`src/design/mbe_pkg.sv`:
```
// ----------------------------------------------------------------------------
// mbe_pkg
// Shared widths, register codes, structs and saturation helper for the
// Mandelbrot escape-time block.
// ----------------------------------------------------------------------------
`default_nettype none

package mbe_pkg;

    localparam int FRAC_BITS  = 28;
    localparam int COORD_BITS = 13;
    localparam int DATA_W     = 32;
    localparam int STEP_W     = 29;
    localparam int ITER_W     = 16;
    localparam int PROD_W     = 2 * DATA_W;
    localparam int CFG_IDX_W  = 3;

    // Escape threshold 4.0 squared-scale; unreachable when it does not fit
    localparam bit            CAN_ESCAPE = (2 * FRAC_BITS + 2) < PROD_W;
    localparam logic [PROD_W-1:0] ESC_THRESH =
        CAN_ESCAPE ? (PROD_W'(4) << (2 * FRAC_BITS)) : '0;

    // Configuration register indexes
    localparam logic [CFG_IDX_W-1:0] CFG_RE_MIN     = 3'd0;
    localparam logic [CFG_IDX_W-1:0] CFG_IM_MAX     = 3'd1;
    localparam logic [CFG_IDX_W-1:0] CFG_RE_STEP    = 3'd2;
    localparam logic [CFG_IDX_W-1:0] CFG_IM_STEP    = 3'd3;
    localparam logic [CFG_IDX_W-1:0] CFG_ITER_LIMIT = 3'd4;

    // Reset values: -2.5, 1.25, default steps, 1000 iterations
    localparam logic signed [DATA_W-1:0] RST_RE_MIN     = -32'sd671088640;
    localparam logic signed [DATA_W-1:0] RST_IM_MAX     = 32'sd335544320;
    localparam logic [STEP_W-1:0]        RST_RE_STEP    = 29'd122350;
    localparam logic [STEP_W-1:0]        RST_IM_STEP    = 29'd155381;
    localparam logic [ITER_W-1:0]        RST_ITER_LIMIT = 16'd1000;

    typedef struct packed {
        logic signed [DATA_W-1:0] re_min;
        logic signed [DATA_W-1:0] im_max;
        logic [STEP_W-1:0]        re_step;
        logic [STEP_W-1:0]        im_step;
        logic [ITER_W-1:0]        iter_limit;
    } t_cfg;

    typedef struct packed {
        logic [ITER_W-1:0]        iteration_count;
        logic signed [DATA_W-1:0] final_re;
        logic signed [DATA_W-1:0] final_im;
        logic                     escaped;
    } t_result;

    // Clamp a 65-bit signed sum to the 32-bit signed range
    function automatic logic signed [DATA_W-1:0] sat32(input logic signed [PROD_W:0] v);
        logic signed [PROD_W:0] hi;
        logic signed [PROD_W:0] lo;
        hi = (PROD_W+1)'({1'b0, {(DATA_W-1){1'b1}}});
        lo = -hi - (PROD_W+1)'(1);
        if (v > hi) begin
            return {1'b0, {(DATA_W-1){1'b1}}};
        end else if (v < lo) begin
            return {1'b1, {(DATA_W-1){1'b0}}};
        end
        return v[DATA_W-1:0];
    endfunction

endpackage

`default_nettype wire

```
`src/design/mbe_pixel_if.sv`:
```
// ----------------------------------------------------------------------------
// mbe_pixel_if
// Pixel coordinate channel, valid/ready handshake.
// ----------------------------------------------------------------------------
`default_nettype none

interface mbe_pixel_if;
    logic                            valid;
    logic                            ready;
    logic [mbe_pkg::COORD_BITS-1:0]  pixel_x;
    logic [mbe_pkg::COORD_BITS-1:0]  pixel_y;

    modport source (output valid, output pixel_x, output pixel_y, input ready);
    modport sink   (input valid, input pixel_x, input pixel_y, output ready);
endinterface

`default_nettype wire

```
`src/design/mbe_result_if.sv`:
```
// ----------------------------------------------------------------------------
// mbe_result_if
// Escape-time result channel, valid/ready handshake.
// ----------------------------------------------------------------------------
`default_nettype none

interface mbe_result_if;
    logic                               valid;
    logic                               ready;
    logic [mbe_pkg::ITER_W-1:0]         iteration_count;
    logic signed [mbe_pkg::DATA_W-1:0]  final_re;
    logic signed [mbe_pkg::DATA_W-1:0]  final_im;
    logic                               escaped;

    modport source (output valid, output iteration_count, output final_re,
                    output final_im, output escaped, input ready);
    modport sink   (input valid, input iteration_count, input final_re,
                    input final_im, input escaped, output ready);
endinterface

`default_nettype wire

```
`src/design/mbe_cfg_if.sv`:
```
// ----------------------------------------------------------------------------
// mbe_cfg_if
// Configuration write channel: register index and write data.
// ----------------------------------------------------------------------------
`default_nettype none

interface mbe_cfg_if;
    logic                              valid;
    logic                              ready;
    logic [mbe_pkg::CFG_IDX_W-1:0]     index;
    logic [mbe_pkg::DATA_W-1:0]        data;

    modport source (output valid, output index, output data, input ready);
    modport sink   (input valid, input index, input data, output ready);
endinterface

`default_nettype wire

```
`src/design/mbe_cfg_regs.sv`:
```
// ----------------------------------------------------------------------------
// mbe_cfg_regs
// Configuration register file; writes to unknown indexes are dropped.
// ----------------------------------------------------------------------------
`default_nettype none

module mbe_cfg_regs (
    input  wire logic     i_clk,
    input  wire logic     i_rst_n,
    mbe_cfg_if.sink       i_cfg,
    output mbe_pkg::t_cfg o_cfg
);

    mbe_pkg::t_cfg r_cfg;
    mbe_pkg::t_cfg n_cfg;

    assign i_cfg.ready = 1'b1;
    assign o_cfg       = r_cfg;

    always_comb begin
        n_cfg = r_cfg;
        if (i_cfg.valid) begin
            unique case (i_cfg.index)
                mbe_pkg::CFG_RE_MIN:     n_cfg.re_min     = i_cfg.data;
                mbe_pkg::CFG_IM_MAX:     n_cfg.im_max     = i_cfg.data;
                mbe_pkg::CFG_RE_STEP:    n_cfg.re_step    = i_cfg.data[mbe_pkg::STEP_W-1:0];
                mbe_pkg::CFG_IM_STEP:    n_cfg.im_step    = i_cfg.data[mbe_pkg::STEP_W-1:0];
                mbe_pkg::CFG_ITER_LIMIT: n_cfg.iter_limit = i_cfg.data[mbe_pkg::ITER_W-1:0];
                default: ;
            endcase
        end
    end

    always_ff @(posedge i_clk) begin
        if (!i_rst_n) begin
            r_cfg.re_min     <= mbe_pkg::RST_RE_MIN;
            r_cfg.im_max     <= mbe_pkg::RST_IM_MAX;
            r_cfg.re_step    <= mbe_pkg::RST_RE_STEP;
            r_cfg.im_step    <= mbe_pkg::RST_IM_STEP;
            r_cfg.iter_limit <= mbe_pkg::RST_ITER_LIMIT;
        end else begin
            r_cfg <= n_cfg;
        end
    end

endmodule

`default_nettype wire

```
`src/design/mbe_mul.sv`:
```
// ----------------------------------------------------------------------------
// mbe_mul
// Shared 32x32 signed multiplier with a registered full-width product.
// ----------------------------------------------------------------------------
`default_nettype none

module mbe_mul (
    input  wire logic                              i_clk,
    input  wire logic signed [mbe_pkg::DATA_W-1:0] i_a,
    input  wire logic signed [mbe_pkg::DATA_W-1:0] i_b,
    output logic signed [mbe_pkg::PROD_W-1:0]      o_prod
);

    logic signed [mbe_pkg::PROD_W-1:0] r_prod;

    always_ff @(posedge i_clk) begin
        r_prod <= mbe_pkg::PROD_W'(i_a) * mbe_pkg::PROD_W'(i_b);
    end

    assign o_prod = r_prod;

endmodule

`default_nettype wire

```
`src/design/mbe_seq.sv`:
```
// ----------------------------------------------------------------------------
// mbe_seq
// Sequencer and datapath: maps the pixel to c, then runs z = z^2 + c on the
// shared multiplier in the states S_MRR, S_MII, S_MRI and S_UPD.
// ----------------------------------------------------------------------------
`default_nettype none

module mbe_seq (
    input  wire logic                              i_clk,
    input  wire logic                              i_rst_n,
    input  wire mbe_pkg::t_cfg                     i_cfg,
    input  wire logic                              i_start,
    input  wire logic [mbe_pkg::COORD_BITS-1:0]    i_pixel_x,
    input  wire logic [mbe_pkg::COORD_BITS-1:0]    i_pixel_y,
    output logic                                   o_idle,
    output logic                                   o_done,
    output mbe_pkg::t_result                       o_result,
    input  wire logic                              i_take,
    output logic signed [mbe_pkg::DATA_W-1:0]      o_mul_a,
    output logic signed [mbe_pkg::DATA_W-1:0]      o_mul_b,
    input  wire logic signed [mbe_pkg::PROD_W-1:0] i_mul_prod
);

    typedef enum logic [8:0] {
        S_IDLE = 9'b000000001,
        S_MX   = 9'b000000010,
        S_MY   = 9'b000000100,
        S_CI   = 9'b000001000,
        S_MRR  = 9'b000010000,
        S_MII  = 9'b000100000,
        S_MRI  = 9'b001000000,
        S_UPD  = 9'b010000000,
        S_DONE = 9'b100000000
    } t_state;

    t_state r_state;
    t_state n_state;

    logic [mbe_pkg::COORD_BITS-1:0]    r_x;
    logic [mbe_pkg::COORD_BITS-1:0]    r_y;
    logic signed [mbe_pkg::DATA_W-1:0] r_cr;
    logic signed [mbe_pkg::DATA_W-1:0] r_ci;
    logic signed [mbe_pkg::DATA_W-1:0] r_zr;
    logic signed [mbe_pkg::DATA_W-1:0] r_zi;
    logic signed [mbe_pkg::PROD_W-1:0] r_rr;
    logic signed [mbe_pkg::PROD_W-1:0] r_diff;
    logic [mbe_pkg::ITER_W-1:0]        r_iter;
    logic                              r_esc;

    logic [mbe_pkg::PROD_W-1:0]        mag;
    logic                              hit;
    logic [mbe_pkg::ITER_W-1:0]        iter_inc;
    logic signed [mbe_pkg::PROD_W-1:0] re_shift;
    logic signed [mbe_pkg::PROD_W-1:0] im_shift;
    logic signed [mbe_pkg::DATA_W-1:0] new_re;
    logic signed [mbe_pkg::DATA_W-1:0] new_im;

    assign mag      = r_rr + i_mul_prod;
    assign hit      = mbe_pkg::CAN_ESCAPE && (mag >= mbe_pkg::ESC_THRESH);
    assign iter_inc = r_iter + mbe_pkg::ITER_W'(1);
    assign re_shift = r_diff >>> mbe_pkg::FRAC_BITS;
    assign im_shift = i_mul_prod >>> (mbe_pkg::FRAC_BITS - 1);
    assign new_re   = mbe_pkg::sat32((mbe_pkg::PROD_W+1)'(re_shift)
                                     + (mbe_pkg::PROD_W+1)'(r_cr));
    assign new_im   = mbe_pkg::sat32((mbe_pkg::PROD_W+1)'(im_shift)
                                     + (mbe_pkg::PROD_W+1)'(r_ci));

    // Multiplier operand select
    always_comb begin
        o_mul_a = r_zr;
        o_mul_b = r_zi;
        unique case (r_state)
            S_MX: begin
                o_mul_a = {{(mbe_pkg::DATA_W-mbe_pkg::COORD_BITS){1'b0}}, r_x};
                o_mul_b = {{(mbe_pkg::DATA_W-mbe_pkg::STEP_W){1'b0}}, i_cfg.re_step};
            end
            S_MY: begin
                o_mul_a = {{(mbe_pkg::DATA_W-mbe_pkg::COORD_BITS){1'b0}}, r_y};
                o_mul_b = {{(mbe_pkg::DATA_W-mbe_pkg::STEP_W){1'b0}}, i_cfg.im_step};
            end
            S_MRR: begin
                o_mul_a = r_zr;
                o_mul_b = r_zr;
            end
            S_MII: begin
                o_mul_a = r_zi;
                o_mul_b = r_zi;
            end
            default: ;
        endcase
    end

    always_comb begin
        n_state = r_state;
        unique case (r_state)
            S_IDLE: if (i_start) n_state = S_MX;
            S_MX:   n_state = S_MY;
            S_MY:   n_state = S_CI;
            S_CI:   n_state = (i_cfg.iter_limit == '0) ? S_DONE : S_MRR;
            S_MRR:  n_state = S_MII;
            S_MII:  n_state = S_MRI;
            S_MRI:  n_state = hit ? S_DONE : S_UPD;
            S_UPD:  n_state = (iter_inc == i_cfg.iter_limit) ? S_DONE : S_MRR;
            S_DONE: if (i_take) n_state = S_IDLE;
            default: n_state = S_IDLE;
        endcase
    end

    always_ff @(posedge i_clk) begin
        if (!i_rst_n) begin
            r_state <= S_IDLE;
        end else begin
            r_state <= n_state;
        end
    end

    always_ff @(posedge i_clk) begin
        case (r_state)
            S_IDLE: begin
                r_x <= i_pixel_x;
                r_y <= i_pixel_y;
            end
            S_MY: r_cr <= mbe_pkg::sat32((mbe_pkg::PROD_W+1)'(i_cfg.re_min)
                                         + (mbe_pkg::PROD_W+1)'(i_mul_prod));
            S_CI: begin
                r_ci   <= mbe_pkg::sat32((mbe_pkg::PROD_W+1)'(i_cfg.im_max)
                                         - (mbe_pkg::PROD_W+1)'(i_mul_prod));
                r_zr   <= '0;
                r_zi   <= '0;
                r_iter <= '0;
                r_esc  <= 1'b0;
            end
            S_MII: r_rr <= i_mul_prod;
            S_MRI: begin
                r_diff <= r_rr - i_mul_prod;
                r_esc  <= hit;
            end
            S_UPD: begin
                r_zr   <= new_re;
                r_zi   <= new_im;
                r_iter <= iter_inc;
            end
            default: ;
        endcase
    end

    assign o_idle                   = (r_state == S_IDLE);
    assign o_done                   = (r_state == S_DONE);
    assign o_result.iteration_count = r_iter;
    assign o_result.final_re        = r_zr;
    assign o_result.final_im        = r_zi;
    assign o_result.escaped         = r_esc;

endmodule

`default_nettype wire

```
`src/design/mandelbrot_escape_iteration_top.sv`:
```
// ----------------------------------------------------------------------------
// mandelbrot_escape_iteration_top
// Mandelbrot escape-time unit: one pixel in, one iteration result out.
// ----------------------------------------------------------------------------
// One pixel at a time. The pixel is mapped to c in states S_MX, S_MY and
// S_CI, then each iteration of z = z^2 + c runs on the single shared 32x32
// multiplier (zr^2, zi^2, zr*zi, update). The pixel channel is ready only
// while the sequencer is idle; a finished result sits in an output register,
// so the next pixel is taken while the previous result waits to be read.
// Configuration is written at any time through the config channel and must
// only change while idle.
// ----------------------------------------------------------------------------
`default_nettype none

module mandelbrot_escape_iteration_top (
    input  wire logic    i_clk,
    input  wire logic    i_rst_n,
    mbe_cfg_if.sink      i_cfg,
    mbe_pixel_if.sink    i_pix,
    mbe_result_if.source o_res
);

    mbe_pkg::t_cfg                      cfg;
    mbe_pkg::t_result                   seq_result;
    logic                               seq_idle;
    logic                               seq_done;
    logic                               take;
    logic signed [mbe_pkg::DATA_W-1:0]  mul_a;
    logic signed [mbe_pkg::DATA_W-1:0]  mul_b;
    logic signed [mbe_pkg::PROD_W-1:0]  mul_prod;

    logic                               r_out_valid;
    mbe_pkg::t_result                   r_out;

    mbe_cfg_regs u_cfg (
        .i_clk   (i_clk),
        .i_rst_n (i_rst_n),
        .i_cfg   (i_cfg),
        .o_cfg   (cfg)
    );

    mbe_mul u_mul (
        .i_clk  (i_clk),
        .i_a    (mul_a),
        .i_b    (mul_b),
        .o_prod (mul_prod)
    );

    mbe_seq u_seq (
        .i_clk      (i_clk),
        .i_rst_n    (i_rst_n),
        .i_cfg      (cfg),
        .i_start    (i_pix.valid),
        .i_pixel_x  (i_pix.pixel_x),
        .i_pixel_y  (i_pix.pixel_y),
        .o_idle     (seq_idle),
        .o_done     (seq_done),
        .o_result   (seq_result),
        .i_take     (take),
        .o_mul_a    (mul_a),
        .o_mul_b    (mul_b),
        .i_mul_prod (mul_prod)
    );

    assign i_pix.ready = seq_idle;

    // Output register frees the sequencer as soon as the slot is empty or being read
    assign take = seq_done && (!r_out_valid || o_res.ready);

    always_ff @(posedge i_clk) begin
        if (!i_rst_n) begin
            r_out_valid <= 1'b0;
        end else if (take) begin
            r_out_valid <= 1'b1;
        end else if (o_res.ready) begin
            r_out_valid <= 1'b0;
        end
    end

    always_ff @(posedge i_clk) begin
        if (take) begin
            r_out <= seq_result;
        end
    end

    assign o_res.valid           = r_out_valid;
    assign o_res.iteration_count = r_out.iteration_count;
    assign o_res.final_re        = r_out.final_re;
    assign o_res.final_im        = r_out.final_im;
    assign o_res.escaped         = r_out.escaped;

    // z starts at zero, so no point escapes before its first iteration
    a_no_escape_at_zero: assert property (@(posedge i_clk) disable iff (!i_rst_n)
        (o_res.valid && o_res.escaped) |-> (o_res.iteration_count != '0))
        else $error("escaped result with zero iterations");

    // Accepting a pixel starts the sequencer, which then holds off the channel
    a_busy_after_accept: assert property (@(posedge i_clk) disable iff (!i_rst_n)
        (i_pix.valid && i_pix.ready) |=> !i_pix.ready)
        else $error("pixel channel ready right after an accept");

    // A result leaves the sequencer only into a free output slot
    a_take_into_free_slot: assert property (@(posedge i_clk) disable iff (!i_rst_n)
        take |=> (o_res.valid && seq_idle))
        else $error("result handoff did not load the output register");

endmodule

`default_nettype wire
```
`src/flat_wrapper.sv`:
```
// flat-port wrapper written by rule: the top's interface ports become plain ports
module mandelbrot_escape_iteration_top_flat 
  (i_clk, i_rst_n, i_cfg_valid, i_cfg_index, i_cfg_data, i_cfg_ready, i_pix_valid, i_pix_pixel_x, i_pix_pixel_y, i_pix_ready, o_res_valid, o_res_iteration_count, o_res_final_re, o_res_final_im, o_res_escaped, o_res_ready);
  mbe_cfg_if i_cfg_i ();
  mbe_pixel_if i_pix_i ();
  mbe_result_if o_res_i ();
  input  wire logic i_clk;
  input  wire logic i_rst_n;
  input wire logic [$bits(i_cfg_i.valid)-1:0] i_cfg_valid;
  input wire logic [$bits(i_cfg_i.index)-1:0] i_cfg_index;
  input wire logic [$bits(i_cfg_i.data)-1:0] i_cfg_data;
  output wire logic [$bits(i_cfg_i.ready)-1:0] i_cfg_ready;
  input wire logic [$bits(i_pix_i.valid)-1:0] i_pix_valid;
  input wire logic [$bits(i_pix_i.pixel_x)-1:0] i_pix_pixel_x;
  input wire logic [$bits(i_pix_i.pixel_y)-1:0] i_pix_pixel_y;
  output wire logic [$bits(i_pix_i.ready)-1:0] i_pix_ready;
  output wire logic [$bits(o_res_i.valid)-1:0] o_res_valid;
  output wire logic [$bits(o_res_i.iteration_count)-1:0] o_res_iteration_count;
  output wire logic [$bits(o_res_i.final_re)-1:0] o_res_final_re;
  output wire logic [$bits(o_res_i.final_im)-1:0] o_res_final_im;
  output wire logic [$bits(o_res_i.escaped)-1:0] o_res_escaped;
  input wire logic [$bits(o_res_i.ready)-1:0] o_res_ready;
  assign i_cfg_i.valid = i_cfg_valid;
  assign i_cfg_i.index = i_cfg_index;
  assign i_cfg_i.data = i_cfg_data;
  assign i_cfg_ready = i_cfg_i.ready;
  assign i_pix_i.valid = i_pix_valid;
  assign i_pix_i.pixel_x = i_pix_pixel_x;
  assign i_pix_i.pixel_y = i_pix_pixel_y;
  assign i_pix_ready = i_pix_i.ready;
  assign o_res_valid = o_res_i.valid;
  assign o_res_iteration_count = o_res_i.iteration_count;
  assign o_res_final_re = o_res_i.final_re;
  assign o_res_final_im = o_res_i.final_im;
  assign o_res_escaped = o_res_i.escaped;
  assign o_res_i.ready = o_res_ready;
  mandelbrot_escape_iteration_top u_core (.i_clk(i_clk), .i_rst_n(i_rst_n), .i_cfg(i_cfg_i), .i_pix(i_pix_i), .o_res(o_res_i));
endmodule
```
`config.mk`:
```
export PLATFORM = sky130hd
export DESIGN_NAME = mandelbrot_escape_iteration_top_flat
export DESIGN_NICKNAME = d
export VERILOG_FILES = /design/src/design/mbe_pkg.sv /design/src/design/mbe_pixel_if.sv /design/src/design/mbe_result_if.sv /design/src/design/mbe_cfg_if.sv /design/src/design/mbe_cfg_regs.sv /design/src/design/mbe_mul.sv /design/src/design/mbe_seq.sv /design/src/design/mandelbrot_escape_iteration_top.sv /design/src/flat_wrapper.sv
export SDC_FILE = /design/constraint.sdc
export NUM_CORES = 2
export LEC_CHECK = 0
export BUFFER_PORTS_ARGS = -buffer_cell sky130_fd_sc_hd__buf_2
export CORE_MARGIN = 2
export CORE_UTILIZATION = 23
export DETAILED_ROUTE_END_ITERATION = 7
export PLACE_DENSITY = 0.45
export SLEW_MARGIN = 20
export SYNTH_ARGS = -nofsm -noshare
export SYNTH_HDL_FRONTEND = slang
export SYNTH_HIERARCHICAL = 1
export SYNTH_SLANG_ARGS = --single-unit
export TNS_END_PERCENT = 100
```
`constraint.sdc`:
```
create_clock -name i_clk -period 12 [get_ports i_clk]
set_clock_uncertainty 0.1 [all_clocks]
set_input_delay 3.6 -clock i_clk [delete_from_list [all_inputs] [get_ports i_clk]]
set_output_delay 3.6 -clock i_clk [all_outputs]
set_load 0.05 [all_outputs]
```
# Yosys cells after proc, flatten, opt, wreduce, memory -nomap -nowiden

Cells that the tools add are included.

Flip-flop bits (word level): 592
Input port bits: 66
Output and inout bits: 84

Add/subtract/negate cells: 7
Multiply operators: 1
$lt $le $gt $ge: 9
Equality and inequality tests: 16
Multiplexer cells: 36
Reduce and logical (&&, ||, !) cells: 14

Operators with widths:

| operator              | count |
|---|---|
| $mux 32               | 12 |
| $pmux 32 s3           | 2 |
| $gt 65x32->1 const B  | 2 |
| $lt 65x32->1 const B  | 2 |
| $pmux 32 s2           | 2 |
| $pmux 9 s9            | 1 |
| $add 32x64->65        | 1 |
| $sub 32x64->65        | 1 |
| $add 64x64->64        | 1 |
| $ge 64x59->1 const B  | 1 |
| $mul 32x32->64        | 1 |
| $sub 64x64->64        | 1 |
| $mux 9                | 5 |
| $add 37x32->38        | 1 |
| $gt 38x32->1 const B  | 1 |
| $lt 38x32->1 const B  | 1 |
| $add 36x32->37        | 1 |
| $gt 37x32->1 const B  | 1 |
| $lt 37x32->1 const B  | 1 |
| $pmux 16 s2           | 1 |
| $add 16x1->16 const B | 1 |
| $eq 16x16->1          | 1 |
| $logic_not 16->1      | 1 |
| $mux 1                | 12 |
| other kinds (20)      | 29 |

# Depth between registers and ports, before layout

Depth after elaboration: 6
Gate-level depth with buffers: 38
Depth with buffers taken out: 34

# Hierarchy

The synthesis kept the hierarchy.

Modules (own cells, without submodules):

| module                          | times used | cells each | area an instance (um^2) |
|---|---|---|---|
| mbe_mul                         | 1          | 4136       | 38194.1 |
| mbe_seq                         | 1          | 3474       | 29583.4 |
| mbe_cfg_regs                    | 1          | 516        | 5327.6 |
| mandelbrot_escape_iteration_top | 1          | 85         | 2479.9 |

# Worst setup path after synthesis

No wires, ideal clock.

Kind: reg2reg
From: register u_core.u_seq.r_state[1]
To: register u_core.u_mul.r_prod, in the netlist u_core/u_mul/o_prod[63]
Setup time: 0.072 ns
Data arrival time: 11.603 ns
Setup slack: 0.225 ns
Stages on the path, launching flop included: 34
Buffers on the path: 3
Period minus slack after synthesis: 11.775 ns
Cell sequence: dfxtp_1 > nor3_1 > nand3_1 > nor3b_1 > clkbuf_1 > clkbuf_1 > a22o_1 > clkbuf_1 > nand2_1 > inv_1 > fa_1 > inv_1 > fa_1 > inv_1 > fa_1 > fa_1 > inv_1 > fa_1 > inv_1 > fa_1 > inv_1 > fa_1 > fa_1 > inv_1 > ha_1 > a21oi_1 > o21bai_1 > a21o_1 > a21oi_1 > o21bai_1 > a211oi_1 > a21boi_0 > o41ai_1 > xnor2_1

Word-level cells in the longest chain between the ends: 3
Elaborated cells between the ends (all ways): 7
Those cells by class: mul: 1; eq/ne: 4; mux: 2

RTL lines:

| item                               | RTL line                              | text |
|---|---|---|
| start, declared                    | mbe_seq.sv:36                         | `t_state r_state;` |
| start signal, assigned             | mbe_seq.sv:113                        | `r_state <= n_state;` |
| $eq 9x6->1 (tied with other cells) | mbe_seq.sv:72                         | `unique case (r_state)` |
| $pmux 32 s3 *                      | mbe_seq.sv:72                         |  |
| net u_core.mul_a (one bit)         | mandelbrot_escape_iteration_top.sv:28 | `logic signed [mbe_pkg::DATA_W-1:0] mul_a;` |
| $mul 32x32->64 *                   | mbe_mul.sv:17                         | `r_prod <= mbe_pkg::PROD_W'(i_a) * mbe_pkg::PROD_W'(i_b);` |
| end signal, assigned               | mbe_mul.sv:17                         |  |
| end, declared                      | mbe_mul.sv:14                         | `logic signed [mbe_pkg::PROD_W-1:0] r_prod;` |

Mark *: on every way through the listed nets, which the timed path passes. The rest lies on a longest branch.
A chain may end at the register's enable or synchronous reset.

# Final worst setup path

Same ends and word-level chain as after synthesis.

==> impl_results.md <==
- Post-synthesis async set-or-reset flop share: 0%
- #FFs+latches synth: 564
- Number of synthesized flops with an enable pin: 352
- Max H-tree Level: 3
- Cell taking the most area after synthesis: fa_1
- Mean post-synth cell area: 9.205 um2
- Setup CP Type: reg -> reg
- Vias in the first global route: ~62k
- Placed cell count: 12.46k
- Crit path max fanout: 22
- GR Util All Layers: between 15 and 20%
- Root Driver: clkbuf_16
- Share of cells above drive strength 1: 6.837%
- Outcome: finished clean
- Area Overhead vs Synth: 11.36%
- Fin Setup TNS: 0 ps
- Avg WL per Cell: 23.00 um
- Syn. warnings: 6
- Final #Nets: 9846
- Die X-Extent: roughly 580 um
- Vias: 59.16k
- Port buffer count: 148
- Synth Net Count: 9876
- Setup Fix Bufs, Post-CTS: 0
- Crit path arrival time: 11630 ps
- Worst-margin pin slew: 1120 ps
- Total grt overflow: 0
- Final ANT Viol Nets: 0
- Post-DP HPWL: 240700 um
- Pins Over Slew Limit: 0
- Worst-Skew Late Latency: 680 ps
- F_max: 89.35 MHz
- CP most frequent cell: fa_1
- Tcrit/Tclk final: 93.26%
- Slew Limit Headroom: 25.16%
- Initial core utilization: a little under a quarter
- # Max-Cap Violations: 0
- Dpl cell area: 81620 um2
- Req. time, crit path: 12430 ps
- CTS tree: built
- Global-route wire length before repair: 431000 um
- Finished Cell Area: 84170 um2
- Seq/Total Area, Yosys: 19.60%
- Top cells by area, synth: fa_1 29%, edfxtp_1 14%, ha_1 8.5%, inv_1 6.7%, dfxtp_1 5.6%
- Top-area cell type share of the netlist area: 28.79%
- Initial antenna violation count: 28
- Cell Area, Synth: 75580 um2
- Clk buf depth: 3
- Vert. Die Dim: 577.3 um
- Kind of end point of the critical path: flop
- Worst hold path type: reg -> reg
- Worst Setup Start Kind: flop
- Critical path's largest stage delay: 860 ps
- Cell with the most instances after synthesis: inv_1
- Final hold viol count: 0
- Num CTS Buffers: 67
- Hold_buf cts: 0
- Synth unique cells: 121
- Synth Instances: 8211
- Synth Flop Type: edfxtp_1
- RSZ-0062 raised after global routing: no
- Die area: 333200 um2
- Total Wirelength: 289700 um
- Largest net degree at the start of global routing: 97
- CTS Sinks: 564
- Clk slew on worst S/H paths: 70 ps
- DRC viols: 0
- Post-CTS Resized: 0
- Slowest stage cell, crit path: nor3_2
- Iter 0 DRT Violations: 4721
- Min Tclk post-route: 11190 ps
- Core area: 327100 um2
- RePlAce Congestion: 0.9099
- Pre-antenna DRT Iters: 7
- Core Rows: 210
- Non-Filler Instances: 12.60k
- Synth top cells by count: 1340 x inv_1, 1087 x fa_1, 894 x nand2_1
- IO Pins: 150
- Final setup viols: 0
- Vias per inst: about 4.7
-- critical path, delay by kind of cell (launching register included) --
family / cells / cell delay (ps)
compound gates: 4 / 1670
xor+xnor: 1 / 130
fa+ha+maj: 9 / 4630
buf+inv: 6 / 1070
flops: 1 / 460
simple gates: 10 / 2950
-- layer usage --
layer  GRT usage, %  share of wire [%]  vias up
met5              0             0.0035        -
met2          29.34                 48     1639
met1          23.16                 44    30419
li1               -                  -    26806
met3          1.457                4.2      297
met4          5.923                4.0        2
-- state kept, by name (all words and copies together), names as in the netlist, 32 cells and up --
| register | count |
|---|---|
| u_core/o_res.final_im | 32 |
| u_core/o_res.final_re | 32 |
| u_core/u_mul/o_prod | 64 |
| u_core/u_seq/r_rr | 64 |
| u_core/u_seq/r_ci | 32 |
| u_core/u_seq/r_zr | 32 |
| u_core/u_seq/r_cr | 32 |
| u_core/u_seq/r_zi | 32 |
| u_core/u_cfg/o_cfg | 138 |
| u_core/u_seq/r_diff | 36 |
-- final timing paths --
check        slack (ps)  depth (start not counted)                             endpoint                            startpoint
max                 810                         30      u_core/u_mul/o_prod[63]$_DFF_P_  u_core/u_seq/r_state[1]$_SDFFE_PN0P_
min reg2reg         360                          2  u_core/u_cfg/o_cfg[38]$_SDFFE_PN0P_   u_core/u_cfg/o_cfg[38]$_SDFFE_PN0P_
max reg2reg         810                         30      u_core/u_mul/o_prod[63]$_DFF_P_  u_core/u_seq/r_state[1]$_SDFFE_PN0P_
min                 360                          2  u_core/u_cfg/o_cfg[38]$_SDFFE_PN0P_   u_core/u_cfg/o_cfg[38]$_SDFFE_PN0P_
-- cell usage in the layout (no fill, tap or decap), types with 27 or more instances in the layout --
master,synthesis,routed
nor2_1,321,321
xor2_1,108,108
nand2_1,894,893
a21oi_1,426,412
or3_1,27,27
buf_4,11,146
inv_1,1340,1339
o211ai_1,45,45
nand3_1,85,84
a22oi_1,35,35
buf_2,41,147
ha_1,512,512
and3_1,33,33
clkbuf_16,0,70
xnor2_1,174,174
fa_1,1087,1087
nand4_1,114,114
o21ai_1,38,38
o21ai_0,239,239
a31oi_1,53,41
nor2b_1,94,93
edfxtp_1,352,352
a21o_1,161,161
dfxtp_1,212,212
a211oi_1,36,36
nor3_1,78,73
nand2b_1,52,52
a22o_1,40,34
and2_1,538,538
nor4_1,49,48
mux2i_1,147,147
o21a_1,78,78
o21bai_1,76,76
-- logic make-up (layout without fill, tap and decap cells) --
logic type	after synthesis	after routing	synth area share, %
AO/OA/AOI/OAI	1480	1480	13.08
XOR/XNOR	282	282	3.268
adder cells (fa/ha/maj)	1599	1599	37.27
buffers and inverters	1742	1766	8.955
flip-flops	564	564	19.60
multiplexers	152	152	2.021
other	1	16	0.004961
AND/OR/NAND/NOR	2391	2391	15.81
-- final cells by class --
type,count,area (um2)
inverters,1341,5034
well taps,4346,5438
clock buffers,85,1858
clock inverters,38,618.1
diodes,15,37.54
fillers,35099,243000
flip-flops and latches,564,14810
repair buffers,302,2013
multi-input cells,5905,54360
-- per-stage QoR --
step / hold WS, ps / utilization [%] / setup slack [ps]
floorplan: 324.4 / - / 224.6
detailed placement: 348.1 / 24.95 / 777.9
finish: 361.9 / 25.73 / 808.6
global placement: 345.6 / 24.93 / 848.1
global route: 378.4 / 25.72 / 249.0
CTS: 360.5 / 25.71 / 709.6
Power is not shown: default switching activity piles up to over one toggle a cycle in this logic, so the estimate is an artifact.
